<file path="src/rtl/e2q_pkg.sv">
`default_nettype none

package e2q_pkg;

   // Default build settings.
   localparam int CORDIC_STEPS_DEF         = 24;
   localparam int RESULT_FRACTION_BITS_DEF = 30;

   // Field and datapath widths.
   localparam int ANGLE_W = 24;
   localparam int QUAT_W  = 32;
   localparam int XY_W    = 34;
   localparam int Z_W     = 36;
   localparam int Q_W     = 33;
   localparam int ROOT_W  = 32;
   localparam int NORM_W  = 64;
   localparam int INV_W   = 61;
   localparam int REM_W   = 33;
   localparam int LANES   = 3;
   localparam int SQRT_STEPS = NORM_W / 2;

   // Angle reduction, half angles in degrees * 512.
   localparam int HALF_TURN   = 184320;
   localparam int HALF_PERIOD = 92160;
   localparam int QUARTER     = 46080;

   // CORDIC start vector: the inverse CORDIC gain with 30 fraction bits.
   localparam logic signed [XY_W-1:0] CORDIC_X0 = 34'sd652032874;

   // One angle lane as it moves down the CORDIC row.
   typedef struct packed {
      logic signed [XY_W-1:0] x;
      logic signed [XY_W-1:0] y;
      logic signed [Z_W-1:0]  z;
      logic                   flip;
   } lane_type;

   typedef lane_type [LANES-1:0] lanes_type;

   typedef logic signed [Q_W-1:0] comp_type;
   typedef comp_type [3:0] quat_type;

   // atan(2^-i) in degrees * 2^24.
   function automatic longint atan_entry(input int idx);
      longint v;
      case (idx)
         0:  v = 754974720;
         1:  v = 445687602;
         2:  v = 235489089;
         3:  v = 119537938;
         4:  v = 60000934;
         5:  v = 30029717;
         6:  v = 15018523;
         7:  v = 7509720;
         8:  v = 3754917;
         9:  v = 1877466;
         10: v = 938734;
         11: v = 469367;
         12: v = 234683;
         13: v = 117342;
         14: v = 58671;
         15: v = 29335;
         16: v = 14668;
         17: v = 7334;
         18: v = 3667;
         19: v = 1833;
         20: v = 917;
         21: v = 458;
         22: v = 229;
         23: v = 115;
         24: v = 57;
         25: v = 29;
         26: v = 14;
         27: v = 7;
         28: v = 4;
         29: v = 2;
         30: v = 1;
         default: v = 0;
      endcase
      return v;
   endfunction

endpackage

`default_nettype wire

</file>
<file path="src/rtl/e2q_cordic_cell.sv">
`default_nettype none

// One CORDIC rotation step applied to all three angle lanes.
module e2q_cordic_cell import e2q_pkg::*; #(
   parameter int STEP = 0
) (
   input  wire logic      clock,
   input  wire logic      reset,
   input  wire logic      enable,
   input  wire logic      in_valid,
   input  wire lanes_type in_lanes,
   output logic           out_valid,
   output lanes_type      out_lanes
);

   localparam logic signed [Z_W-1:0] ATAN = Z_W'(atan_entry(STEP));

   logic      valid_ff;
   lanes_type lanes_ff, lanes_in;

   // Rotate towards zero residual angle.
   always_comb begin
      for (int k = 0; k < LANES; k++) begin
         lanes_in[k].flip = in_lanes[k].flip;
         if (!in_lanes[k].z[Z_W-1]) begin
            lanes_in[k].x = in_lanes[k].x - (in_lanes[k].y >>> STEP);
            lanes_in[k].y = in_lanes[k].y + (in_lanes[k].x >>> STEP);
            lanes_in[k].z = in_lanes[k].z - ATAN;
         end else begin
            lanes_in[k].x = in_lanes[k].x + (in_lanes[k].y >>> STEP);
            lanes_in[k].y = in_lanes[k].y - (in_lanes[k].x >>> STEP);
            lanes_in[k].z = in_lanes[k].z + ATAN;
         end
      end
   end

   always_ff @(posedge clock) begin
      if (reset) begin
         valid_ff <= 1'b0;
      end else if (enable) begin
         valid_ff <= in_valid;
      end
      if (enable) begin
         lanes_ff <= lanes_in;
      end
   end

   assign out_valid = valid_ff;
   assign out_lanes = lanes_ff;

endmodule

`default_nettype wire

</file>
<file path="config.mk">
export PLATFORM = sky130hd
export DESIGN_NAME = e2q_cordic_cell
export DESIGN_NICKNAME = d
export VERILOG_FILES = /design/src/rtl/e2q_pkg.sv /design/src/rtl/e2q_cordic_cell.sv
export SDC_FILE = /design/constraint.sdc
export NUM_CORES = 1
export LEC_CHECK = 0
export ABC_AREA = 1
export BUFFER_PORTS_ARGS = -buffer_cell sky130_fd_sc_hd__buf_2
export CORE_MARGIN = 8
export CORE_UTILIZATION = 42
export CTS_CLUSTER_DIAMETER = 60
export DETAILED_ROUTE_END_ITERATION = 8
export PLACE_DENSITY = 0.71
export SKIP_LAST_GASP = 1
export SLEW_MARGIN = 10
export SYNTH_ARGS = -nofsm -noshare
export SYNTH_HDL_FRONTEND = slang
export SYNTH_SLANG_ARGS = --single-unit
</file>
<file path="constraint.sdc">
create_clock -name clock -period 2.5 [get_ports clock]
set_clock_uncertainty 0.2 [all_clocks]
set_input_delay 0.375 -clock clock [delete_from_list [all_inputs] [get_ports clock]]
set_output_delay 0.375 -clock clock [all_outputs]
set_load 0.02 [all_outputs]
</file>
==> reports/metrics.cfg <==
[timing]
hold_viol_final = 0
final-setup-viol-count = 0
worst-slew-pin-transition_ps = 838.1
setup-tns-final_ps = 0
fin_crit_sh = 0.9671
slew_violations = 0
holdWs_ps = 115.1
max_freq_mhz = 413.6
fin_ws_ps = 82.27
fin_crit_ps = 2418
max_slew_margin = 0.4413
rsz0062_at_grt = no

[synth]
synth_edf_count = 312
synth_flop_cell = edfxtp_1
synth_cells = 4893
ys_seq_area_frac = 0.2893
netlist_area_um2 = 32450
synth_nets = 5551
ys_async_sr_fraction = 0
ys_warn_count = 0
synth_top_area_cell = edfxtp_1
avgSynthCellArea_um2 = 6.632
yosysUniqueCellTypes = 43
synthTopCellsByArea = edfxtp_1 (29%), nand2_1 (16%), ha_1 (13%)
synth_top_area_frac = 0.2887
ys_seq_elements = 313

[global_routing]
grtUsageTotal = 0.3060
grt_max_degree = 74
grt_pass1_wl_um = 208300
grt_pass1_vias = 37260
antenna_found_initial = 12
gr-total-overflow = 0

[floorplan]
die-area_um2 = 86410
ios = 635
die_h_um = 294.0
core_area_um2 = 76960
row_count = 102
start_util = 0.4216
die_width_um = 294.0

[placement]
io_buffers = 634
dp.cells = 7326
hpwl_um = 117500
pre_cts_slack_ps = -513.4
globalplace.congestion = 1.054

[final_layout]
nNetsFinal = 7077
drive_above_1_share = 0.2520
layout_commonest_cell = nand2_1
instances_no_fill = 7500
area_growth_pct = 40.29
fin_util = 0.5915
layout_common_cells = nand2_1 (1,426), buf_4 (886), inv_1 (744)

[power]
irDropWorstVdd_v = 0.0005832
power_leakage_nw = 24.21
powerDensity_nw_per_um2 = 523.1

[setup_path]
arrival_ps = 2670
startpoint_type = primary input
path_class = primary input to register
rr_startpoint = out_valid$_SDFFE_PP0P_
r2r_end = out_valid$_SDFFE_PP0P_
crit_required_ps = 2750
worst_path_largest_cell_delay_ps = 460
ff2ff_path_depth = 3
endpoint_kind = register
critPathSlowestCell = ha_1
rrSetupSlack_ps = 1150
path_max_fanout = 9
crit_chain = buf_2, inv_1, ha_1, nand2_1, nor2_1, buf_4, nand2_1, nor2_1, nand3b_1, o21ai_0, o21ai_0, buf_4

[status]
status = finished, final reports clean

[clock_tree]
postCtsSetupBuffers = 0
cts.path.max_buffers = 3
cts_tree = yes
cts_sinks = 313
htree_levels = 2
numCtsBuffers = 45
clk_pin_slew_ps = 60
root_buffer = clkbuf_16
clock_latency_ps = 600

[drt]
totalWireLength_um = 139200
drt-initial-drc-count = 3239
drt_first_pass_iters = 7
viasPerCell = 5.140
via_count = 38550
post-route-drc-count = 0
drtAntennaViolNets = 0
wl_per_cell_um = 18.56

[hold_path]
hold_class = primary input to register
holdPathEnd = out_lanes[104]$_DFFE_PP_
hold_path_depth = 5
hp-start = in_lanes[70]

[flow_run]
drv_cap = 0

==> stage by stage <==
| step | power, mW | instance area (um2) |
|---|---|---|
| after global placement | 16.68 | 43060 |
| after detailed placement | 16.77 | 43060 |
| after CTS | 23.82 | 45510 |
| after global routing | 24.99 | 45520 |
| after floorplan | 12.03 | 32450 |
| final | 23.81 | 45520 |
==> layout make-up <==
class / count / area [um2]
clock inverter: 32 / 426.7
clock buffer: 52 / 1162
multi-input combinational: 3698 / 19570
inverter: 747 / 2804
sequential: 313 / 9389
antenna: 4 / 10.01
timing repair buffer: 1614 / 10860
tap: 1040 / 1301
fill: 7351 / 31430
==> worst max-delay path, delay by kind of cell <==
kind	cells	cell delay, ps
buffers and inverters	4	490
AOI/OAI and AO/OA	2	510
adders and majority gates	1	460
and+or+nand+nor	5	820
==> where the power goes <==
part	internal, mW	total [mW]	switching [mW]
Clock	4.14	6.83	2.69
Combinational	3.88	10.1	6.18
Sequential	6.66	6.93	0.267
==> sequential cells by signal, summed over array words and instances (netlist names) <==
signal and count:
out_lanes 312, out_valid 1
==> metal layers <==
layer  track usage  share of wire
met2        0.5124           0.46
met3       0.05234          0.081
met1        0.3937           0.42
met5             0        0.00051
met4        0.1131          0.041
==> repair_timing <==
item	4_1_cts	5_1_grt
setup endpoints to repair	0	3
hold endpoints to repair	105	0
resized for setup	0	2
hold buffers	86	0
==> synth_stat cells (3+ instances only) <==
library cell     n
o21ai_0        282
nand3b_1        12
buf_4           21
clkbuf_2         4
or2_2            9
nand3_1        500
xnor2_1          6
and2_1           3
buf_2           71
nand4_1         41
inv_1          745
a21o_1          12
clkbuf_1        28
o22ai_1         15
a21boi_0         6
nor2_1         423
o21ai_2          3
nor3_1          54
a31oi_1          9
nand2_1       1426
o21ai_1          7
o21bai_1        38
a21oi_1        379
edfxtp_1       312
nor4_1          11
xor2_1          96
ha_1           327
o21a_1           5
buf_1           10
nor2_2           5
fa_1            12
o211ai_1         9
==> logic make-up after synthesis <==
kind of cell / share of synthesized area
AOI/OAI and AO/OA: 0.1251
xor gates and xnor gates: 0.02753
adders and majority gates: 0.1335
buffers and inverters: 0.1076
DFF: 0.2894
muxes: 0.0003085
and+or+nand+nor: 0.3166
==> worst max path at each step <==
stage	slack (ps)	from	endpoint	depth (start not counted)
after floorplan	-20	in_lanes[141]	out_lanes[139]$_DFFE_PP_	11
after global placement	-450	in_lanes[247]	out_lanes[305]$_DFFE_PP_	13
after detailed placement	-510	in_lanes[247]	out_lanes[305]$_DFFE_PP_	13
after CTS	140	in_lanes[247]	out_lanes[305]$_DFFE_PP_	13
after global routing	30	in_lanes[46]	out_lanes[81]$_DFFE_PP_	12
final	80	in_lanes[46]	out_lanes[81]$_DFFE_PP_	12
Note: power is estimated with default switching activity, not from simulation.
