## config.mk

```make
export PLATFORM = sky130hd
export DESIGN_NAME = e2q_div_cell
export DESIGN_NICKNAME = d
export VERILOG_FILES = /design/src/rtl/e2q_pkg.sv /design/src/rtl/e2q_div_cell.sv
export SDC_FILE = /design/constraint.sdc
export NUM_CORES = 1
export LEC_CHECK = 0
export ABC_AREA = 1
export ABC_CLOCK_PERIOD_IN_PS = 2700
export BUFFER_PORTS_ARGS = -buffer_cell sky130_fd_sc_hd__buf_4
export CORE_AREA = 8 8 197 199
export CTS_CLUSTER_DIAMETER = 100
export CTS_CLUSTER_SIZE = 14
export DETAILED_ROUTE_END_ITERATION = 8
export DIE_AREA = 0 0 205 207
export GPL_ROUTABILITY_DRIVEN = 0
export HOLD_SLACK_MARGIN = 0.02
export PLACE_DENSITY = 0.62
export SETUP_SLACK_MARGIN = 0.4
export SYNTH_ARGS = -nofsm -noshare
export SYNTH_HDL_FRONTEND = slang
export SYNTH_SLANG_ARGS = --single-unit
```

## constraint.sdc

```tcl
create_clock -name clock -period 2.7 [get_ports clock]
set_input_delay 0.54 -clock clock [delete_from_list [all_inputs] [get_ports clock]]
set_output_delay 0.54 -clock clock [all_outputs]
set_load 0.005 [all_outputs]
```

## src/rtl/e2q_pkg.sv

```systemverilog
`default_nettype none

package e2q_pkg;

   // Default build settings.
   localparam int CORDIC_STEPS_DEF         = 24;
   localparam int RESULT_FRACTION_BITS_DEF = 30;

   // Field and datapath widths.
   localparam int ANGLE_W = 24;
   localparam int QUAT_W  = 32;
   localparam int XY_W    = 34;
   localparam int Z_W     = 36;
   localparam int Q_W     = 33;
   localparam int ROOT_W  = 32;
   localparam int NORM_W  = 64;
   localparam int INV_W   = 61;
   localparam int REM_W   = 33;
   localparam int LANES   = 3;
   localparam int SQRT_STEPS = NORM_W / 2;

   // Angle reduction, half angles in degrees * 512.
   localparam int HALF_TURN   = 184320;
   localparam int HALF_PERIOD = 92160;
   localparam int QUARTER     = 46080;

   // CORDIC start vector: the inverse CORDIC gain with 30 fraction bits.
   localparam logic signed [XY_W-1:0] CORDIC_X0 = 34'sd652032874;

   // One angle lane as it moves down the CORDIC row.
   typedef struct packed {
      logic signed [XY_W-1:0] x;
      logic signed [XY_W-1:0] y;
      logic signed [Z_W-1:0]  z;
      logic                   flip;
   } lane_type;

   typedef lane_type [LANES-1:0] lanes_type;

   typedef logic signed [Q_W-1:0] comp_type;
   typedef comp_type [3:0] quat_type;

   // atan(2^-i) in degrees * 2^24.
   function automatic longint atan_entry(input int idx);
      longint v;
      case (idx)
         0:  v = 754974720;
         1:  v = 445687602;
         2:  v = 235489089;
         3:  v = 119537938;
         4:  v = 60000934;
         5:  v = 30029717;
         6:  v = 15018523;
         7:  v = 7509720;
         8:  v = 3754917;
         9:  v = 1877466;
         10: v = 938734;
         11: v = 469367;
         12: v = 234683;
         13: v = 117342;
         14: v = 58671;
         15: v = 29335;
         16: v = 14668;
         17: v = 7334;
         18: v = 3667;
         19: v = 1833;
         20: v = 917;
         21: v = 458;
         22: v = 229;
         23: v = 115;
         24: v = 57;
         25: v = 29;
         26: v = 14;
         27: v = 7;
         28: v = 4;
         29: v = 2;
         30: v = 1;
         default: v = 0;
      endcase
      return v;
   endfunction

endpackage

`default_nettype wire

```

## src/rtl/e2q_div_cell.sv

```systemverilog
`default_nettype none

// One quotient bit of the reciprocal 2^60 / root, restoring division.
module e2q_div_cell import e2q_pkg::*; #(
   parameter int BIT = INV_W - 1
) (
   input  wire logic              clock,
   input  wire logic              reset,
   input  wire logic              enable,
   input  wire logic              in_valid,
   input  wire logic [REM_W-1:0]  in_rem,
   input  wire logic [INV_W-1:0]  in_quot,
   input  wire logic [ROOT_W-1:0] in_root,
   input  wire quat_type          in_quat,
   output logic                   out_valid,
   output logic [REM_W-1:0]       out_rem,
   output logic [INV_W-1:0]       out_quot,
   output logic [ROOT_W-1:0]      out_root,
   output quat_type               out_quat
);

   // The dividend is a single one in its top bit.
   localparam logic DIVIDEND_BIT = (BIT == INV_W - 1);

   logic              valid_ff;
   logic [REM_W-1:0]  rem_ff, rem_in;
   logic [INV_W-1:0]  quot_ff, quot_in;
   logic [ROOT_W-1:0] root_ff;
   logic [REM_W-1:0]  shifted;
   quat_type          quat_ff;

   // Shift in the next dividend bit and subtract the divisor where it fits.
   always_comb begin
      shifted = {in_rem[REM_W-2:0], DIVIDEND_BIT};
      quot_in = in_quot;
      if (shifted >= {1'b0, in_root}) begin
         rem_in       = shifted - {1'b0, in_root};
         quot_in[BIT] = 1'b1;
      end else begin
         rem_in = shifted;
      end
   end

   always_ff @(posedge clock) begin
      if (reset) begin
         valid_ff <= 1'b0;
      end else if (enable) begin
         valid_ff <= in_valid;
      end
      if (enable) begin
         rem_ff  <= rem_in;
         quot_ff <= quot_in;
         root_ff <= in_root;
         quat_ff <= in_quat;
      end
   end

   assign out_valid = valid_ff;
   assign out_rem   = rem_ff;
   assign out_quot  = quot_ff;
   assign out_root  = root_ff;
   assign out_quat  = quat_ff;

endmodule

`default_nettype wire

```

==> impl_metrics.tcl, run 1 <==
set metrics [dict create \
    status "complete, no violations" \
    yosys_warnings 0 \
    rr_startpoint "out_valid" \
    grt_start_max_net_pins 52 \
    die_h_um 207 \
    initial_core_util 0.3041 \
    post-route-util 0.4486 \
    required_ns 2.99 \
    clk_latency_ns 0.52 \
    whs_endpoint "out_valid" \
    syn_nets 1220 \
    max_stage_delay_ns 0.33 \
    crit_chain "buf_4 -> inv_1 -> ha_1 -> nand2_1 -> inv_1 -> nand2_1 -> nand2_1 -> a21oi_1 -> nand2_1 -> nor2_4 -> nand2_8 -> buf_4 -> nand3_1 -> nand2_1" \
    filler_cell_count 3395 \
    wirelength_mm 43.76 \
    rsz0062_at_grt "false" \
    p_leak_uw 0.007612 \
    synth_area_leader_cell "edfxtp_1" \
    avgSynthCellArea_um2 11.79 \
    max-vdd-ir-drop_mv 0.5466 \
    worstMarginPinSlew_ns 0.4269 \
    dr.pass1.iters 5 \
    cts_root_buf "clkbuf_16" \
    finalPower_uw 9721 \
    skew_ns 0 \
    synthesis.area_mm2 0.01092 \
    grt_pass1_wl_mm 60.96 \
    final.period_utilization 0.7640 \
    io_buffers 519 \
    finalSetupTns_ns 0 \
    drive_gt1_frac 0.3935 \
    async_flop_share 0 \
    synth_common_cells "nand2_1, edfxtp_1, inv_1" \
    grt-ovfl-total 0 \
    worstPathMaxFanout 18 \
    multi_input_area_mm2 0.002470 \
    min_period_ns 2.063 \
    antenna_found_initial 11 \
    core_area_mm2 0.03591 \
    min_path_type "in -> reg" \
    crit_path_top_delay_cell "ha_1" \
    viasPerCell 4.398 \
    powerDensity_mw_per_mm2 603.4 \
    max_cap_viol_count 0 \
    cts_buffers 22 \
    max-clock-path-buffers 3 \
    r2r_slack_ns 2.11 \
    path_clk_slew_ns 0.07 \
    hold_violations 0 \
    vias 8598 \
    core.rowCount 70 \
    synth-main-ff-cell "edfxtp_1" \
    drt_iter0_drc 598 \
    hold_start "reset" \
    critPathLaunchType "primary input" \
    seq_area_frac_synth 0.7114 \
    syn_inst 926 \
    grt_pass1_vias 8842 \
    grt_usage 0.1953 \
    synth.area.top_cells "edfxtp_1, nand2_1, inv_1" \
    slew_headroom 0.7132 \
    cts_hold_buf 0 \
    end_kind "register" \
    cp.arrival_ns 2.35 \
    yosysMostFrequentCell "nand2_1" \
    synth_edf_count 258 \
    r2r_cells 2 \
    maxSlewViolCount 0 \
    critPathKind "in -> reg" \
    postRouteAntennaNets 0 \
    drc 0 \
    cts_tree "built" \
    wl_per_cell_um 22.38 \
    area.sequential_mm2 0.007767 \
    synth_top_area_share 0.7095 \
    synth_seq_cells 259 \
    h-tree-depth 1 \
    synthDistinctLibCells 29 \
    max_freq_mhz 484.8 \
    setup_violations 0 \
    postCtsSetupRepairBufs 0 \
    dp_hpwl_mm 36.13 \
    critPathMostFrequentCell "nand2_1" \
    post_cts_resized 0 \
    hold_depth 2 \
    cts_sinks 259 \
    syn_to_final_growth_pct 47.53 \
    die_width_um 205 \
    die-area_mm2 0.04244 \
    r2r_end "out_valid" \
    final_nets 1768 \
    ios 521 \
]
==> worst max-delay path, delay by kind of cell <==
kind,cells,cell delay [ns]
compound gates,1,0.24
fa+ha+maj,1,0.33
buf+inv,4,0.41
simple gates,8,0.83
==> metrics by stage <==
stage	cells	cell area (um^2)	hold slack [ns]	setup slack (ns)
6_report	1955	16110	0.1656	0.6373
5_1_grt	1954	16110	0.1402	0.5111
4_1_cts	1952	16100	0.1305	0.6339
3_5_place_dp	1918	15480	0.4937	0.08356
3_3_place_gp	1918	15480	0.4819	0.05946
2_1_floorplan	926	10930	0.4850	0.4099
==> registers in the layout, summed over array words and instances, names as in the netlist <==
| signal | count |
|---|---|
| out_quat | 132 |
| out_quot | 61 |
| out_rem | 33 |
| out_root | 32 |
| out_valid | 1 |
==> metal layers <==
metal	routed length, um	track usage	vias up
met5	104	0	-
met4	1524	0.07175	14
li1	-	-	4121
met1	15670	0.2079	4045
met3	4245	0.07054	73
met2	22210	0.3479	345
==> area by class of cell <==
| class | count | area share |
|---|---|---|
| Antenna cell | 3 | 0.0004660 |
| Clock buffer | 33 | 0.03806 |
| Clock inverter | 1 | 0.0004660 |
| Inverter | 165 | 0.03860 |
| Multi-Input combinational cell | 496 | 0.1533 |
| Sequential cell | 259 | 0.4822 |
| Tap cell | 468 | 0.03635 |
| Timing Repair Buffer | 530 | 0.2506 |
==> cell usage in the layout (no fill, tap or decap), types with 2 or more instances in the layout <==
cell type  Yosys  routed
a21oi_1       12      12
a21oi_2        2       2
and2_1         7       7
buf_12         0       4
buf_4          0     525
clkbuf_1       0      10
clkbuf_16      0      23
diode_2        0       3
edfxtp_1     258     258
ha_1          31      30
inv_1        162     161
inv_2          2       3
nand2_1      308     307
nand2_2        9      10
nand3_1       42      42
nand3b_1       5       5
nand4_1        6       6
nor2_1        35      35
nor2_2         4       4
nor2_4         3       3
nor3_1         6       6
o21ai_0        3       3
or2_2          2       2
xor2_1        14      14
==> report_power, final <==
group | leakage, uW | total [uW] | internal (uW) | switching (uW)
Combinational | 0.00478 | 1790 | 883 | 904
Clock | 0.000295 | 2990 | 1560 | 1430
Sequential | 0.00253 | 4940 | 4830 | 108
==> how the worst max path moves through the flow <==
stage	startpoint	to	depth (start not counted)
after floorplan	in_rem[0]	out_rem[26]	16
after global placement	in_root[28]	out_rem[29]	14
after detailed placement	in_rem[0]	out_rem[14]	16
after CTS	in_root[28]	out_rem[22]	14
after global routing	in_root[28]	out_rem[22]	14
final	in_root[28]	out_rem[29]	14
==> cell families (layout without fill, tap and decap cells) <==
logic type               count (synthesis)  after routing  share of synthesized area
XOR/XNOR                                15             15                    0.01203
AND/OR/NAND/NOR                        431            431                     0.1667
adder cells (fa/ha/maj)                 32             32                    0.03736
AO/OA/AOI/OAI                           17             17                   0.008480
buffers and inverters                  171            729                    0.06314
multiplexers                             1              1                  0.0009167
flip-flops                             259            259                     0.7114
other                                    0              3                          0
(Power assumes the default switching activity.)
==> run 2: changes to the inputs <==
ABC_AREA = 0   (was 1)
ABC_CLOCK_PERIOD_IN_PS = 2100   (was 2700)
PLACE_DENSITY = 0.59   (was 0.62)
clock period = 2.1 ns   (was 2.7 ns; I/O delays follow)
==> impl_metrics.tcl, run 2 <==
set metrics [dict create \
    status "complete, but fails checks" \
    violations "negative setup slack" \
    syn_nets 880 \
    rr_startpoint "out_valid" \
    synthDistinctLibCells 52 \
    final_common_cell "buf_4" \
    ios 521 \
    drt_iter0_drc 334 \
    max_cap_viol_count 0 \
    syn_to_final_growth_pct 70.21 \
    die_width_um 205 \
    cts_tree "built" \
    async_flop_share 0 \
    largest_reg_flops 132 \
    initial_core_util 0.2757 \
    stdcell_area_mm2 0.01685 \
    worstMarginPinSlew_ns 0.5851 \
    skew_ns 0 \
    synth_seq_cells 259 \
    required_ns 2.38 \
    die_h_um 207 \
    viasPerCell 4.389 \
    max-vdd-ir-drop_mv 0.6905 \
    final_nets 1565 \
    io_buffers 519 \
    dr.pass1.iters 4 \
    wirelength_mm 37.97 \
    r2r_slack_ns 1.50 \
    drc 0 \
    core_area_mm2 0.03591 \
    cts_root_buf "clkbuf_16" \
    grt_pass1_vias 7927 \
    hold_violations 0 \
    synth_area_leader_cell "edfxtp_1" \
    postRouteAntennaNets 0 \
    critPathLaunchType "primary input" \
    seq_area_frac_synth 0.7844 \
    synthesis.area_mm2 0.009902 \
    max_stage_delay_ns 0.34 \
    synth_edf_count 258 \
    end_kind "register" \
    cts_buffers 22 \
    max-clock-path-buffers 3 \
    min_period_ns 2.343 \
    r2r_cells 2 \
    setup_violations 34 \
    final.period_utilization 1.116 \
    grt_pass1_wl_mm 53.49 \
    antenna_found_initial 4 \
    syn_inst 586 \
    die-area_mm2 0.04244 \
    cp.arrival_ns 2.62 \
    clk_latency_ns 0.52 \
    dp_cells 1686 \
    synth_common_cells "edfxtp_1, o21ai_0, nand2_1" \
    finalPower_uw 12740 \
    grt_start_max_net_pins 58 \
    vias 7681 \
    grt_usage 0.1667 \
    place_area_mm2 0.01547 \
    h-tree-depth 1 \
    worstSetupEndpoint "out_rem[4]" \
    crit_path_top_delay_cell "fa_2" \
    avgSynthCellArea_um2 16.90 \
    fin_cells 1750 \
    grt-ovfl-total 0 \
    cts_sinks 259 \
    path_clk_slew_ns 0.06 \
    final_cell_mix "buf_4, edfxtp_1, inv_1, nand2_1" \
    powerDensity_mw_per_mm2 755.9 \
    dp_hpwl_mm 30.29 \
    r2r_end "out_valid" \
    min_path_type "in -> reg" \
    p_leak_uw 0.007245 \
    yosysMostFrequentCell "edfxtp_1" \
    critPathKind "in -> reg" \
    finalSetupTns_ns -4.386 \
    wl_per_cell_um 21.70 \
    synth.area.top_cells "edfxtp_1, ha_1, o21ai_0" \
    rsz0062_at_grt "true" \
    maxSlewViolCount 0 \
    synth-main-ff-cell "edfxtp_1" \
    synth_top_area_share 0.7824 \
    worstPathMaxFanout 6 \
    max_freq_mhz 426.8 \
    crit_chain "buf_12 -> inv_12 -> ha_4 -> fa_2 -> nand2b_4 -> a21o_1 -> a211oi_2 -> o211ai_2 -> o211ai_2 -> a211oi_4 -> buf_12 -> buf_4 -> buf_6 -> buf_8 -> a21o_1" \
    core.rowCount 70 \
    slew_headroom 0.6099 \
    setup_slack_ns -0.2429 \
    cp-startpoint "in_rem[0]" \
    yosys_warnings 0 \
    antennaDiodeCount 0 \
    drive_gt1_frac 0.6037 \
]
## run 2: repair_timing
action,in CTS,in global routing
hold buffers,2,0
endpoints found under the hold margin,2,0
gates resized for setup,70,38
pin swaps,32,18
endpoints found under the setup margin,34,34
cloned,1,1
setup buffers,21,4
## run 2: cells by family after synthesis
group / synth area share
AO/OA/AOI/OAI: 0.08226
multiplexers: 0.004296
adder cells (fa/ha/maj): 0.04119
flip-flops: 0.7844
XOR/XNOR: 0.01858
buffers and inverters: 0.01996
AND/OR/NAND/NOR: 0.04928
## run 2: worst min path at each step
stage,from,end,depth (start not counted)
5_1_grt,in_quat[59],out_quat[59],1
3_3_place_gp,out_valid,out_valid,2
6_report,reset,out_valid,2
3_5_place_dp,out_valid,out_valid,2
2_1_floorplan,out_valid,out_valid,2
4_1_cts,in_quot[20],out_quot[20],1
## run 2: layer usage
| layer | global-route usage | vias to the layer above | part of all wire |
|---|---|---|---|
| met5 | 0 | - | 0.0017 |
| met4 | 0.04142 | 8 | 0.027 |
| met3 | 0.06039 | 56 | 0.094 |
| met2 | 0.3037 | 287 | 0.52 |
| met1 | 0.1796 | 3724 | 0.35 |
| li1 | - | 3606 | - |
## run 2: report_power, final
group / internal, uW / total (uW) / leakage (uW) / switching [uW]
combinational: 1500 / 2600 / 0.00442 / 1100
clock: 1950 / 3790 / 0.000295 / 1840
sequential: 6220 / 6350 / 0.00253 / 135
total: 9670 / 12700 / 0.00724 / 3070
## run 2: metrics by stage
stage | hold WS [ns] | utilization | setup WS [ns]
finish | 0.05596 | 0.4693 | -0.2429
global route | 0.02558 | 0.4693 | -0.3326
CTS | 0.02073 | 0.4638 | -0.2043
detailed placement | 0.5088 | 0.4309 | -0.9344
global placement | 0.4834 | 0.4309 | -0.8739
floorplan | 0.4850 | - | -0.5450
## run 2: worst max-delay path, delay by kind of cell
kind	cells	cell delay, ns
AO/OA/AOI/OAI	6	0.93
adder cells (fa/ha/maj)	2	0.48
buffers and inverters	6	0.62
AND/OR/NAND/NOR	1	0.15
## run 2: layout make-up
class,instances,area (um^2)
clock buffers,33,591.8
clock inverters,2,25.02
fillers,3245,19060
inverters,37,153.9
multi-input cells,281,2440
flip-flops and latches,259,7767
well taps,468,585.6
repair buffers,670,5290
