==> config.mk <==
export PLATFORM = sky130hd
export DESIGN_NAME = e2q_sqrt_cell
export DESIGN_NICKNAME = d
export VERILOG_FILES = /design/src/rtl/e2q_pkg.sv /design/src/rtl/e2q_sqrt_cell.sv
export SDC_FILE = /design/constraint.sdc
export NUM_CORES = 1
export LEC_CHECK = 0
export BUFFER_PORTS_ARGS = -buffer_cell sky130_fd_sc_hd__buf_2
export CAP_MARGIN = 10
export CORE_AREA = 5 5 203 205
export DETAILED_ROUTE_END_ITERATION = 6
export DIE_AREA = 0 0 208 210
export PLACE_DENSITY = 0.69
export SETUP_SLACK_MARGIN = 0.5
export SLEW_MARGIN = 10
export SYNTH_ARGS = -nofsm -noshare
export SYNTH_HDL_FRONTEND = slang
export SYNTH_SLANG_ARGS = --single-unit
==> constraint.sdc <==
create_clock -name clock -period 5.6 [get_ports clock]
set_input_delay 0.28 -clock clock [delete_from_list [all_inputs] [get_ports clock]]
set_output_delay 0.28 -clock clock [all_outputs]
set_load 0.02 [all_outputs]
==> src/rtl/e2q_pkg.sv <==
`default_nettype none

package e2q_pkg;

   // Default build settings.
   localparam int CORDIC_STEPS_DEF         = 24;
   localparam int RESULT_FRACTION_BITS_DEF = 30;

   // Field and datapath widths.
   localparam int ANGLE_W = 24;
   localparam int QUAT_W  = 32;
   localparam int XY_W    = 34;
   localparam int Z_W     = 36;
   localparam int Q_W     = 33;
   localparam int ROOT_W  = 32;
   localparam int NORM_W  = 64;
   localparam int INV_W   = 61;
   localparam int REM_W   = 33;
   localparam int LANES   = 3;
   localparam int SQRT_STEPS = NORM_W / 2;

   // Angle reduction, half angles in degrees * 512.
   localparam int HALF_TURN   = 184320;
   localparam int HALF_PERIOD = 92160;
   localparam int QUARTER     = 46080;

   // CORDIC start vector: the inverse CORDIC gain with 30 fraction bits.
   localparam logic signed [XY_W-1:0] CORDIC_X0 = 34'sd652032874;

   // One angle lane as it moves down the CORDIC row.
   typedef struct packed {
      logic signed [XY_W-1:0] x;
      logic signed [XY_W-1:0] y;
      logic signed [Z_W-1:0]  z;
      logic                   flip;
   } lane_type;

   typedef lane_type [LANES-1:0] lanes_type;

   typedef logic signed [Q_W-1:0] comp_type;
   typedef comp_type [3:0] quat_type;

   // atan(2^-i) in degrees * 2^24.
   function automatic longint atan_entry(input int idx);
      longint v;
      case (idx)
         0:  v = 754974720;
         1:  v = 445687602;
         2:  v = 235489089;
         3:  v = 119537938;
         4:  v = 60000934;
         5:  v = 30029717;
         6:  v = 15018523;
         7:  v = 7509720;
         8:  v = 3754917;
         9:  v = 1877466;
         10: v = 938734;
         11: v = 469367;
         12: v = 234683;
         13: v = 117342;
         14: v = 58671;
         15: v = 29335;
         16: v = 14668;
         17: v = 7334;
         18: v = 3667;
         19: v = 1833;
         20: v = 917;
         21: v = 458;
         22: v = 229;
         23: v = 115;
         24: v = 57;
         25: v = 29;
         26: v = 14;
         27: v = 7;
         28: v = 4;
         29: v = 2;
         30: v = 1;
         default: v = 0;
      endcase
      return v;
   endfunction

endpackage

`default_nettype wire

==> src/rtl/e2q_sqrt_cell.sv <==
`default_nettype none

// One digit of the integer square root of the squared norm.
module e2q_sqrt_cell import e2q_pkg::*; #(
   parameter int STEP = 0
) (
   input  wire logic              clock,
   input  wire logic              reset,
   input  wire logic              enable,
   input  wire logic              in_valid,
   input  wire logic [NORM_W-1:0] in_rem,
   input  wire logic [NORM_W-1:0] in_root,
   input  wire quat_type          in_quat,
   output logic                   out_valid,
   output logic [NORM_W-1:0]      out_rem,
   output logic [NORM_W-1:0]      out_root,
   output quat_type               out_quat
);

   localparam logic [NORM_W-1:0] TRIAL_BIT = NORM_W'(1) << (NORM_W - 2 - 2 * STEP);

   logic              valid_ff;
   logic [NORM_W-1:0] rem_ff, rem_in;
   logic [NORM_W-1:0] root_ff, root_in;
   logic [NORM_W:0]   trial;
   quat_type          quat_ff;

   // Subtract the trial square where it fits.
   always_comb begin
      trial = {1'b0, in_root} + {1'b0, TRIAL_BIT};
      if ({1'b0, in_rem} >= trial) begin
         rem_in  = in_rem - trial[NORM_W-1:0];
         root_in = (in_root >> 1) + TRIAL_BIT;
      end else begin
         rem_in  = in_rem;
         root_in = in_root >> 1;
      end
   end

   always_ff @(posedge clock) begin
      if (reset) begin
         valid_ff <= 1'b0;
      end else if (enable) begin
         valid_ff <= in_valid;
      end
      if (enable) begin
         rem_ff  <= rem_in;
         root_ff <= root_in;
         quat_ff <= in_quat;
      end
   end

   assign out_valid = valid_ff;
   assign out_rem   = rem_ff;
   assign out_root  = root_ff;
   assign out_quat  = quat_ff;

endmodule

`default_nettype wire

==> results.md, run 1 <==
- The flow ran to the end, and the final reports show no timing, DRC or antenna violations.
- The placeable core area is 39,300 sq um.
- Of all nets on the critical path, the largest fanout is 41.
- In this run the power density over the cells is 307 nW/um^2.
- The critical path contains buffers and inverters numbering 3 combined.
- After floorplanning, the core was divided into 73 placement rows.
- The tool flagged a number of max-cap violations equal to 0.
- The number of buffers on the longest clock path is 3.
- From synthesis to final layout, the design area changed by 52.4%.
- The cell area after technology mapping is 12,800 sq um.
- The total number of vias is 11,100.
- The total overflow reported by the global router is 0.
- For the pin with the worst max-slew slack, the measured transition is 1.12 ns.
- The category of the most critical setup path is primary input to register.
- For this design, the slowest cell found on the critical path is sky130_fd_sc_hd__dlygate4sd3_1.
- The full die area is 43,700 sq um.
- The post-route cell area is 19,400 sq um.
- The average instance area after synthesis is 12.9 sq um.
- Summing all placed instances gives a cell area of 15,900 sq um.
- The worst path arrival time is 4.28 ns.
- The upper clock frequency limit is 253 MHz.
- The class of the worst hold path is primary input to register.
- From left edge to right edge, the die measures 208 um.
- In this run the static leakage power is 0.00843 uW.
- After layout, the minimum clock period comes to 3.95 ns.
- The routed design has 48.0 mm of wire.
- The top cell types in the final layout, fill and taps aside, are 523 x sky130_fd_sc_hd__buf_2, 260 x sky130_fd_sc_hd__edfxtp_1, 237 x sky130_fd_sc_hd__dlygate4sd3_1, 86 x sky130_fd_sc_hd__a21oi_1, 85 x sky130_fd_sc_hd__inv_1.
- Measured on the finished design, the core utilization comes to 49.5%.
- The number of detailed-routing iterations run before antenna repair is 5.
- The critical path goes through dlygate4sd3_1 -> buf_2 -> ha_1 -> nand2_1 -> nor2_1 -> nor2_1 -> nor4_2 -> a21oi_1 -> o31ai_4 -> a21oi_2 -> a21oi_4 -> buf_4 -> mux2_2.
- The clock input transition at the sequential cells of the worst setup and hold paths is 0.06 ns.
- Yosys printed 0 warnings.
- Entering global routing, the biggest net connects 173 pins.
- The number of levels the H-tree was split into is 1.
- From bottom edge to top edge, the die measures 210 um.
- Yosys mapped the design onto 72 distinct sky130hd cell types.
- The count of boundary I/O pins is 525.
- Using the TritonRoute via totals, the vias-per-cell ratio works out to 4.80.
- Between clock sinks in the finished design, the worst skew comes to 0 ns.
- The category of the worst setup path launch point is a primary input.
- In the final timing run, aggregate negative setup slack is 0 ns.
- The number of antenna violations at the first check in global routing is 9.
- The count of flip-flops with a built-in enable after synthesis is 260.
- The area share of the largest cell type after synthesis is 61.2%.
- Synthesis produced a netlist with a net count of 1,321.
- The total of endpoints with negative setup slack in the final report is 0.
- The DRC marker count from the first detailed-route iteration is 912.
- The cell family contributing the most delay on the critical path is buffers and inverters.
- Across the VDD grid, the largest voltage drop is 218 uV.
- The launching instance or port of the critical path is in_rem[12].
- After synthesis, the cell types taking the most area are sky130_fd_sc_hd__edfxtp_1 61%, sky130_fd_sc_hd__ha_1 6.4%, sky130_fd_sc_hd__mux2_2 3.5%, sky130_fd_sc_hd__a21oi_1 3.4%, sky130_fd_sc_hd__inv_1 2.5%.
- The share of the Yosys chip area taken by registers is 61.4%.
- For this run, the post-layout net count is 2,090.
- The cell repeated most along the worst path is sky130_fd_sc_hd__nor2_1.
- The via count of the first global-routing pass is 11,700.
- Once the floorplan was initialized, standard cells occupied 32.5% of the core.
- Setup repair after global routing left no endpoint under its margin.
- The post-route clock period utilization is 70.6%.
- The clock tree from TritonCTS is yes.
- At the end of routability-driven placement, the weighted congestion stood at 0.895.
- The worst register-to-register path ends at out_valid$_SDFFE_PP0P_.
- The instance count of the mapped netlist is 991.
- Measured against its own limit, the worst slew margin works out to 25.5%.
- The clock root buffer is sky130_fd_sc_hd__clkbuf_16.
- The setup slack of the most critical reg-to-reg path is 4.41 ns.
- The number of pins exceeding their max-slew limit in the final report is 0.
- The DRC violation count after routing is 0.
- Once detail routing completed, the nets flagged for antenna violations numbered 0.
- The number of endpoints with negative hold slack in the final report is 0.
- The clock sink count is 261.
- During placement, the flow inserted port buffers numbering 524.
- Dividing the detail-routed wire length by the instance count gives 20.7 um.
- Clock tree synthesis inserted a total of 30 buffers.
- The async set or reset register ratio after synthesis is 0%.
- The commonest non-fill, non-tap cell in the layout is sky130_fd_sc_hd__buf_2.
- The share of cells above drive strength 1 is 35.8%.
- The worst-case reg-to-reg path depth is 3.
- The critical path runs through a total of 13 cells.
- Among all flip-flop cells after synthesis, the most frequent one is sky130_fd_sc_hd__edfxtp_1.
- The wire length of the first global-routing pass is 71.3 mm.
- The kind of end point of the critical path is a register.
- The HPWL after detailed placement is 35.3 mm.
- The later-pin clock latency in the skew report is 0.57 ns.
- The end point of the critical path is out_rem[18]$_DFFE_PP_.
- The aggregate global-route resource usage is 20.8%.
- The endpoint required time on the critical path is 5.93 ns.
- The synthesized design spends more area on one cell type than any other, namely sky130_fd_sc_hd__edfxtp_1.
- The synthesized design contains 261 register bits.
- The worst register-to-register path begins at out_valid$_SDFFE_PP0P_.
- The largest stage delay on the critical path is 0.56 ns.
- The count of cells resized by post-cts repair is 0.
-- metrics by stage --
step / total power (uW) / hold slack [ns] / instances / worst slack (ns)
floorplan: 3200 / 0.352 / 991 / 2.49
finish: 5960 / 0.0377 / 2318 / 1.65
global route: 6220 / 0.0160 / 2318 / 1.46
detailed placement: 3690 / 0.441 / 2016 / 1.69
CTS: 6010 / 0.000910 / 2309 / 1.72
global placement: 3680 / 0.439 / 2016 / 1.74
-- state kept, by name (all words and copies together) (netlist names) --
name,cells
out_quat,132
out_rem,64
out_root,64
out_valid,1
-- area by class of cell --
| type | count | area (sq um) |
|---|---|---|
| flip-flops and latches | 261 | 7830 |
| inverters | 85 | 319 |
| multi-input cells | 618 | 4480 |
| diodes | 9 | 22.5 |
| clock inverters | 25 | 340 |
| fillers | 3419 | 19800 |
| repair buffers | 764 | 5040 |
| clock buffers | 31 | 754 |
| well taps | 525 | 657 |
-- per-layer routing --
metal | vias to the layer above | track usage [%] | part of all wire (%)
li1 | 5251 | - | -
met1 | 5291 | 24.2 | 38
met2 | 504 | 38.0 | 52
met3 | 71 | 4.58 | 6.2
met4 | 0 | 7.54 | 4.0
met5 | - | 0 | 0
-- synthesized netlist by cell type, types with 5 or more instances --
cell and number:
sky130_fd_sc_hd__a21o_1 20, sky130_fd_sc_hd__a21oi_1 86, sky130_fd_sc_hd__a31oi_1 10, sky130_fd_sc_hd__and3_1 7, sky130_fd_sc_hd__buf_2 10, sky130_fd_sc_hd__buf_4 5, sky130_fd_sc_hd__clkbuf_1 10, sky130_fd_sc_hd__edfxtp_1 260
sky130_fd_sc_hd__ha_1 65, sky130_fd_sc_hd__inv_1 85, sky130_fd_sc_hd__mux2_1 17, sky130_fd_sc_hd__mux2_2 40, sky130_fd_sc_hd__nand2_1 62, sky130_fd_sc_hd__nand2b_1 8, sky130_fd_sc_hd__nand3_1 10, sky130_fd_sc_hd__nand4_1 17
sky130_fd_sc_hd__nor2_1 56, sky130_fd_sc_hd__nor2b_1 6, sky130_fd_sc_hd__nor3_1 15, sky130_fd_sc_hd__nor4_1 5, sky130_fd_sc_hd__o21ai_0 37, sky130_fd_sc_hd__o21bai_1 17, sky130_fd_sc_hd__o31ai_1 9, sky130_fd_sc_hd__xnor2_1 33
sky130_fd_sc_hd__xor2_1 26
-- timing repair --
item / 4_1_cts / 5_1_grt
hold buffers: 237 / 0
buffers inserted: 0 / 0
endpoints found under the setup margin: 0 / 0
endpoints found under the hold margin: 236 / 0
-- worst min-delay path by stage --
stage                           from                      to  depth (start not counted)
after floorplan                reset  out_valid$_SDFFE_PP0P_                          1
after global placement         reset  out_valid$_SDFFE_PP0P_                          2
after detailed placement       reset  out_valid$_SDFFE_PP0P_                          2
after CTS                 in_rem[21]   out_rem[21]$_DFFE_PP_                          2
after global routing      in_rem[24]   out_rem[24]$_DFFE_PP_                          2
final                     in_rem[24]   out_rem[24]$_DFFE_PP_                          2
-- report_power, final --
part           switching (uW)  leakage [uW]  internal (uW)
Combinational             827       0.00534            556
Sequential               51.4       0.00255           2370
Clock                     847      0.000531           1310
-- kinds of logic (layout without fill, tap and decap cells) --
kind of cell               Yosys count  in the layout  share of synthesized area [%]
adders and majority gates           66             66                           6.53
muxes                               58             58                           5.11
other                                0              9                              0
DFF                                261            261                           61.4
xor gates and xnor gates            59             59                           4.05
buffers and inverters              112            905                           3.61
and+or+nand+nor                    207            207                           7.85
AOI/OAI and AO/OA                  228            228                           11.5
Note: power is estimated with default switching activity, not from simulation.
==> run 2, diff against run 1 <==
Settings changed: CORE_AREA 5 5 203 205 to 5 5 199 201, DIE_AREA 0 0 208 210 to 0 0 204 206, PLACE_DENSITY 0.69 to 0.71.
Clock period 5.6 ns to 3.95 ns, I/O delays scaled along.
==> results.md, run 2 (synthesis gave the netlist of run 1 again) <==
- The clock sink count is 261 (unchanged).
- The aggregate global-route resource usage is 21.8% (+0.95 points).
- The clock tree from TritonCTS is yes.
- The worst setup path is of the primary input to register kind.
- The count of boundary I/O pins came to 525 (unchanged).
- The half-perimeter wire length after placement is 34.7 mm (-1.8%).
- The number of flip-flops under the largest register name is 132 (unchanged).
- The number of endpoints with negative hold slack in the final report is 0 (unchanged).
- The number of max-cap violations is 0 (unchanged).
- The worst-case setup margin in the final layout came to 0.587 ns (-1.06 ns).
- The total overflow reported by the global router is 0 (unchanged).
- The setup slack at placement is 0.232 ns (-1.46 ns).
- The die span in y is 206 um (-1.9%).
- The category of the worst setup path launch point is a primary input.
- The row count came to 71 (-2.7%).
- The number of cells on the worst hold path is 3 (+1).
- The via count normalized by instance count is 4.85 (+1.1%).
- The total number of vias was 11,400 (+2.1%).
- The endpoint required time on the critical path is 4.28 ns (-1.65 ns).
- The static leakage power is 0.00859 uW (+1.9%).
- The number of levels the H-tree was split into is 1 (unchanged).
- The summed negative setup slack over all endpoints is 0 ns (unchanged).
- The routed wirelength normalized by instance count is 20.8 um (+0.65%).
- The growth of design area from synthesis to finish is 55.5%.
- The worst-case headroom to the max-slew limit is 55.0% (+29 points).
- In this run the critical register-to-register path is launched from out_valid$_SDFFE_PP0P_.
- The number of nets in the finished design is 2,127 (+1.8%).
- The total of endpoints with negative setup slack in the final report is 0 (unchanged).
- The capture endpoint of the worst hold path is out_rem[1]$_DFFE_PP_.
- The minimum clock period after layout is 3.36 ns.
- Setup repair after global routing could not meet its margin everywhere.
- The run finished with clean final reports.
- The post-route worst hold slack is 0.0552 ns (+0.0174 ns).
- The DRC marker count from the first detailed-route iteration came to 793 (-13%).
- The later-pin clock latency in the skew report is 0.57 ns (about the same).
- The clock input transition at the sequential cells of the worst setup and hold paths is 0.06 ns (about the same).
- The source of the worst hold timing path is in_rem[1].
- The worst voltage drop across the vdd grid is 331 uV (+52%).
- The number of buffers on the longest clock path is 3 (unchanged).
- Clock tree synthesis selected as its root buffer the cell sky130_fd_sc_hd__clkbuf_16.
- The via count of the first global-routing pass was 12,000 (+2.6%).
- The end of the worst register-to-register path is out_valid$_SDFFE_PP0P_.
- The worst hold path belongs to the class primary input to register.
- The clock buffer count from CTS is 30 (unchanged).
- The number of buffers added on ports is 524 (unchanged).
- The pin count of the biggest net entering global routing is 92 (-47%).
- The worst-case reg-to-reg path depth is 3 (unchanged).
- The final setup skew is 0 ns (unchanged).
- The number of detailed-routing iterations run before antenna repair is 5 (unchanged).
- The power per cell area is 424 nW/um^2 (+38%).
- The share of cells above drive strength 1 came to 36.6% (+0.81 points).
- The full die area is 42,000 sq um (-3.8%).
- The upper clock frequency limit is 297 MHz.
- The setup slack of the most critical reg-to-reg path is 2.77 ns (-1.64 ns).
- The overall routed net length is 48.8 mm (+1.6%).
- The antenna violation net count after detailed routing is 0 (unchanged).
- The transition time of the tightest slew-check pin is 0.675 ns (-0.442 ns).
- The number of antenna violations at the first check in global routing was 15 (+6).
- The commonest non-fill, non-tap cell in the layout is sky130_fd_sc_hd__buf_2.
- The number of pins exceeding their max-slew limit in the final report is 0 (unchanged).
- The effective utilization at floorplan was 34.1% (+1.6 points).
- The largest fanout of any net on the critical path came to 28 (-32%).
- Leaving out fill and tap cells, the most frequent cells in the layout are 523 x sky130_fd_sc_hd__buf_2, 260 x sky130_fd_sc_hd__edfxtp_1, 258 x sky130_fd_sc_hd__dlygate4sd3_1, 85 x sky130_fd_sc_hd__inv_1, 85 x sky130_fd_sc_hd__a21oi_1.
- The last weighted congestion value of the routability-driven placer is 0.841 (-6.1%).
- The worst path arrival time is 3.69 ns (-0.59 ns).
- The placeable core area is 37,400 sq um (-4.8%).
- The DRC violation count after routing is 0 (unchanged).
- The post-route clock period utilization is 85.1%.
- STA classifies the critical path endpoint as a register.
- The horizontal die dimension came to 204 um (-1.9%).
- The wire length of the first global-routing pass is 71.1 mm (-0.19%).
## run 2: cell count changes in the layout (fill, tap and decap cells not counted), moves of 3 or more
| cell | change |
|---|---|
| sky130_fd_sc_hd__buf_12 | +3 |
| sky130_fd_sc_hd__buf_4 | +11 |
| sky130_fd_sc_hd__dlygate4sd3_1 | +21 |
| sky130_fd_sc_hd__ha_1 | -4 |
| sky130_fd_sc_hd__ha_2 | +4 |
| sky130_fd_sc_hd__nor3_1 | -3 |
| sky130_fd_sc_hd__nor3_2 | +3 |
## run 2: final cells by class
class | count | area, sq um
Inverter | 85 | 319
Tap cell | 511 | 639
Clock buffer | 32 | 758
Multi-Input combinational cell | 618 | 4540
Antenna cell | 9 | 22.5
Timing Repair Buffer | 801 | 5440
Fill cell | 3179 | 17600
Clock inverter | 24 | 289
Sequential cell | 261 | 7830
## run 2: critical path, cell delays in order
cell,delay (ns)
sky130_fd_sc_hd__dlygate4sd3_1,0.53
sky130_fd_sc_hd__buf_2,0.11
sky130_fd_sc_hd__inv_1,0.04
sky130_fd_sc_hd__ha_2,0.40
sky130_fd_sc_hd__and2_2,0.23
sky130_fd_sc_hd__and3_1,0.21
sky130_fd_sc_hd__nand3_2,0.14
sky130_fd_sc_hd__nor4_2,0.17
sky130_fd_sc_hd__a21oi_1,0.10
sky130_fd_sc_hd__buf_4,0.17
sky130_fd_sc_hd__o31ai_4,0.28
sky130_fd_sc_hd__a21oi_2,0.17
sky130_fd_sc_hd__a21oi_4,0.19
sky130_fd_sc_hd__buf_12,0.15
sky130_fd_sc_hd__buf_12,0.19
sky130_fd_sc_hd__mux2_2,0.37
## run 2: worst max-delay path by stage
stage / endpoint / slack [ns] / cells past startpoint / startpoint
after floorplan: out_rem[52]$_DFFE_PP_ / 0.92 / 13 / in_rem[0]
after global placement: out_rem[52]$_DFFE_PP_ / 0.24 / 14 / in_rem[0]
after detailed placement: out_rem[52]$_DFFE_PP_ / 0.23 / 14 / in_rem[0]
after CTS: out_rem[55]$_DFFE_PP_ / 0.51 / 13 / in_rem[20]
after global routing: out_rem[51]$_DFFE_PP_ / 0.47 / 14 / in_root[6]
final: out_rem[18]$_DFFE_PP_ / 0.59 / 16 / in_root[19]
## run 2: per-layer routing
metal,vias to the layer above,part of all wire [%],GRT usage (%)
met5,-,0.16,0
met4,12,3.8,7.18
met3,103,6.8,5.16
met2,499,52,40.4
met1,5420,37,24.7
li1,5319,-,-
## run 2: power breakdown
part	internal, uW	total (uW)	switching, uW
Clock	1730	2940	1210
Combinational	848	2040	1200
Sequential	3360	3430	74.0
## run 2: timing repair
action                     CTS  global route
gates resized for setup      0            17
setup buffers                0             3
hold buffers               258             0
setup endpoints to repair    0            38
hold endpoints to repair   258             0
## run 2: stage by stage
stage | util [%] | cell area, sq um | total power, uW | cells
after floorplan | - | 12800 | 4530 | 991
after CTS | 52.6 | 19700 | 8420 | 2327
after global placement | 42.9 | 16000 | 5230 | 2013
after detailed placement | 42.9 | 16000 | 5240 | 2013
final | 53.0 | 19800 | 8420 | 2341
after global routing | 53.0 | 19800 | 8780 | 2341
==> run 3, diff against run 2 <==
Settings changed: CORE_AREA 5 5 199 201 to 5 5 202 204, DIE_AREA 0 0 204 206 to 0 0 207 209, PLACE_DENSITY 0.71 to not set.
==> results.md, run 3 (synthesis gave the netlist of run 1 again) <==
- The flow ran to the end, and the final reports show no timing, DRC or antenna violations.
- The min-delay analysis places its worst path in the category primary input to register.
- The final setup skew was 0 ns (unchanged).
- The summed negative setup slack over all endpoints is 0 ns (unchanged).
- In the layout the commonest cells are 523 x sky130_fd_sc_hd__buf_2, 260 x sky130_fd_sc_hd__dlygate4sd3_1, 260 x sky130_fd_sc_hd__edfxtp_1, 85 x sky130_fd_sc_hd__inv_1, 85 x sky130_fd_sc_hd__a21oi_1.
- The die span in y is 209 um (+1.5%).
- The row count is 73 (+2.8%).
- The share of cells above drive strength 1 came to 36.2% (-0.37 points).
- The clock input transition at the sequential cells of the worst setup and hold paths is 0.06 ns (about the same).
- The worst voltage drop across the vdd grid is 329 uV (-0.56%).
- The clock root buffer is sky130_fd_sc_hd__clkbuf_16.
- The half-perimeter wire length after placement came to 36.4 mm (+5.1%).
- The clock buffer count from CTS is 30 (unchanged).
- The largest fanout of any net on the critical path is 28 (unchanged).
- The wire length of the first global-routing pass is 72.7 mm (+2.2%).
- The setup slack at placement is 0.219 ns (-0.0121 ns).
- The total number of vias was 11,400 (+0.46%).
- The number of buffers added on ports is 524 (unchanged).
- The commonest non-fill, non-tap cell in the layout is sky130_fd_sc_hd__buf_2.
- The worst path arrival time is 3.72 ns (+0.03 ns).
- The total power is 8290 uW (-1.5%).
- The worst-case setup margin in the final layout came to 0.533 ns (-0.0545 ns).
- The category of the most critical setup path is primary input to register.
- The routed wirelength normalized by instance count is 21.1 um (+1.2%).
- The filler-free cell count of the finished design is 2,351 (+0.43%).
- The post-route clock period utilization is 86.5% (+1.4 points).
- TritonCTS built the clock tree.
- The DRC violation count after routing was 0 (unchanged).
- The via count normalized by instance count was 4.85 (about the same).
- The horizontal die dimension was 207 um (+1.5%).
- The overall routed net length is 49.6 mm (+1.7%).
- The clock sink count is 261 (unchanged).
- The number of levels the H-tree was split into is 1 (unchanged).
- The minimum clock period after layout came to 3.42 ns (+0.0545 ns).
- The total of endpoints with negative setup slack in the final report is 0 (unchanged).
- The number of detailed-routing iterations run before antenna repair is 5 (unchanged).
- The via count of the first global-routing pass is 11,900 (-0.93%).
- The number of nets in the finished design is 2,130 (+0.14%).
- The count of boundary I/O pins was 525 (unchanged).
- The total overflow reported by the global router is 0 (unchanged).
- The number of antenna violations at the first check in global routing is 9 (-6).
- The last weighted congestion value of the routability-driven placer is 0.889 (+5.7%).
- The number of flip-flops under the largest register name is 132 (unchanged).
- The number of max-cap violations was 0 (unchanged).
- The effective utilization at floorplan is 32.6% (-1.5 points).
- The number of endpoints with negative hold slack in the final report is 0 (unchanged).
- The number of pins exceeding their max-slew limit in the final report is 0 (unchanged).
- STA classifies the critical path startpoint as a primary input.
- The upper clock frequency limit was 293 MHz (-1.6%).
- The placed cell count is 2,028 (+0.75%).
- The full die area is 43,300 sq um (+2.9%).
- Setup repair after global routing left no endpoint under its margin.
- The worst-case headroom to the max-slew limit is 32.5% (-22 points).
- The later-pin clock latency in the skew report came to 0.56 ns (about the same).
- The antenna violation net count after detailed routing was 0 (unchanged).
- The growth of design area from synthesis to finish is 55.4%.
- The static leakage power is 0.00859 uW (about the same).
- The power per cell area is 418 nW/um^2 (-1.4%).
- The endpoint required time on the critical path is 4.25 ns (-0.03 ns).
- The DRC marker count from the first detailed-route iteration came to 653 (-18%).
- The number of buffers on the longest clock path is 3 (unchanged).
- The placeable core area is 39,100 sq um (+4.5%).
- The pin count of the biggest net entering global routing is 122 (+33%).
- The aggregate global-route resource usage is 21.4% (-0.38 points).
- The transition time of the tightest slew-check pin is 1.01 ns (+0.337 ns).
- The worst setup path is captured at a register.
## run 3: changes by cell type in the layout (fill, tap and decap cells not counted), sizes merged
cell         before  now
clkinvlp          3    2
buf             541  542
dlygate4sd3     258  260
bufinv            5    3
clkinv           13   10
diode             9    3
clkbuf           34   42
inv              88   85
## run 3: per-stage QoR
| stage | instance area, sq um | hold slack (ns) | util [%] |
|---|---|---|---|
| floorplan | 12800 | 0.270 | - |
| global placement | 16100 | 0.371 | 41.1 |
| detailed placement | 16100 | 0.376 | 41.1 |
| CTS | 19700 | 0.0217 | 50.3 |
| global route | 19800 | 0.0636 | 50.7 |
| finish | 19800 | 0.0467 | 50.7 |
## run 3: cell type report
class / count / area, sq um
Fill cell: 3468 / 19300
Tap cell: 525 / 657
Antenna cell: 3 / 7.51
Sequential cell: 261 / 7830
Clock buffer: 40 / 830
Inverter: 85 / 319
Clock inverter: 15 / 158
Multi-Input combinational cell: 618 / 4550
Timing Repair Buffer: 804 / 5470
## run 3: metal layers
metal | vias to the layer above | global-route usage, % | part of all wire (%)
met2 | 464 | 38.0 | 50
met1 | 5504 | 25.0 | 38
met3 | 110 | 4.76 | 6.2
met5 | - | 0 | 0.16
met4 | 12 | 9.10 | 4.8
li1 | 5315 | - | -
## run 3: power by group
part | leakage (uW) | total, uW | internal [uW] | switching (uW)
Clock | 0.000478 | 2810 | 1660 | 1150
Sequential | 0.00255 | 3430 | 3360 | 69.9
Combinational | 0.00556 | 2050 | 849 | 1200
Total | 0.00859 | 8290 | 5870 | 2420
## run 3: worst max-delay path: stages
cell                            delay, ns
sky130_fd_sc_hd__dlygate4sd3_1       0.54
sky130_fd_sc_hd__buf_2               0.13
sky130_fd_sc_hd__inv_1               0.06
sky130_fd_sc_hd__ha_1                0.43
sky130_fd_sc_hd__a21oi_1             0.15
sky130_fd_sc_hd__o211ai_1            0.12
sky130_fd_sc_hd__a31oi_1             0.14
sky130_fd_sc_hd__o31ai_1             0.26
sky130_fd_sc_hd__a21oi_1             0.08
sky130_fd_sc_hd__buf_4               0.17
sky130_fd_sc_hd__o31ai_4             0.38
sky130_fd_sc_hd__a21oi_4             0.13
sky130_fd_sc_hd__a21oi_4             0.17
sky130_fd_sc_hd__buf_4               0.15
sky130_fd_sc_hd__buf_12              0.19
sky130_fd_sc_hd__mux2_2              0.37
## run 3: path summary, 6_finish.rpt
kind | end | slack, ns | from | cells after the start
worst min-delay path | out_rem[53]$_DFFE_PP_ | 0.05 | in_rem[53] | 3
worst max-delay path | out_rem[17]$_DFFE_PP_ | 0.53 | in_root[18] | 16
worst min register to register | out_valid$_SDFFE_PP0P_ | 1.08 | out_valid$_SDFFE_PP0P_ | 3
worst max register to register | out_valid$_SDFFE_PP0P_ | 2.78 | out_valid$_SDFFE_PP0P_ | 3
## run 3: what timing repair did
item	CTS	global route
setup buffers	0	3
endpoints found under the hold margin	260	0
gates resized for setup	0	18
hold buffers	260	0
setup endpoints to repair	0	60
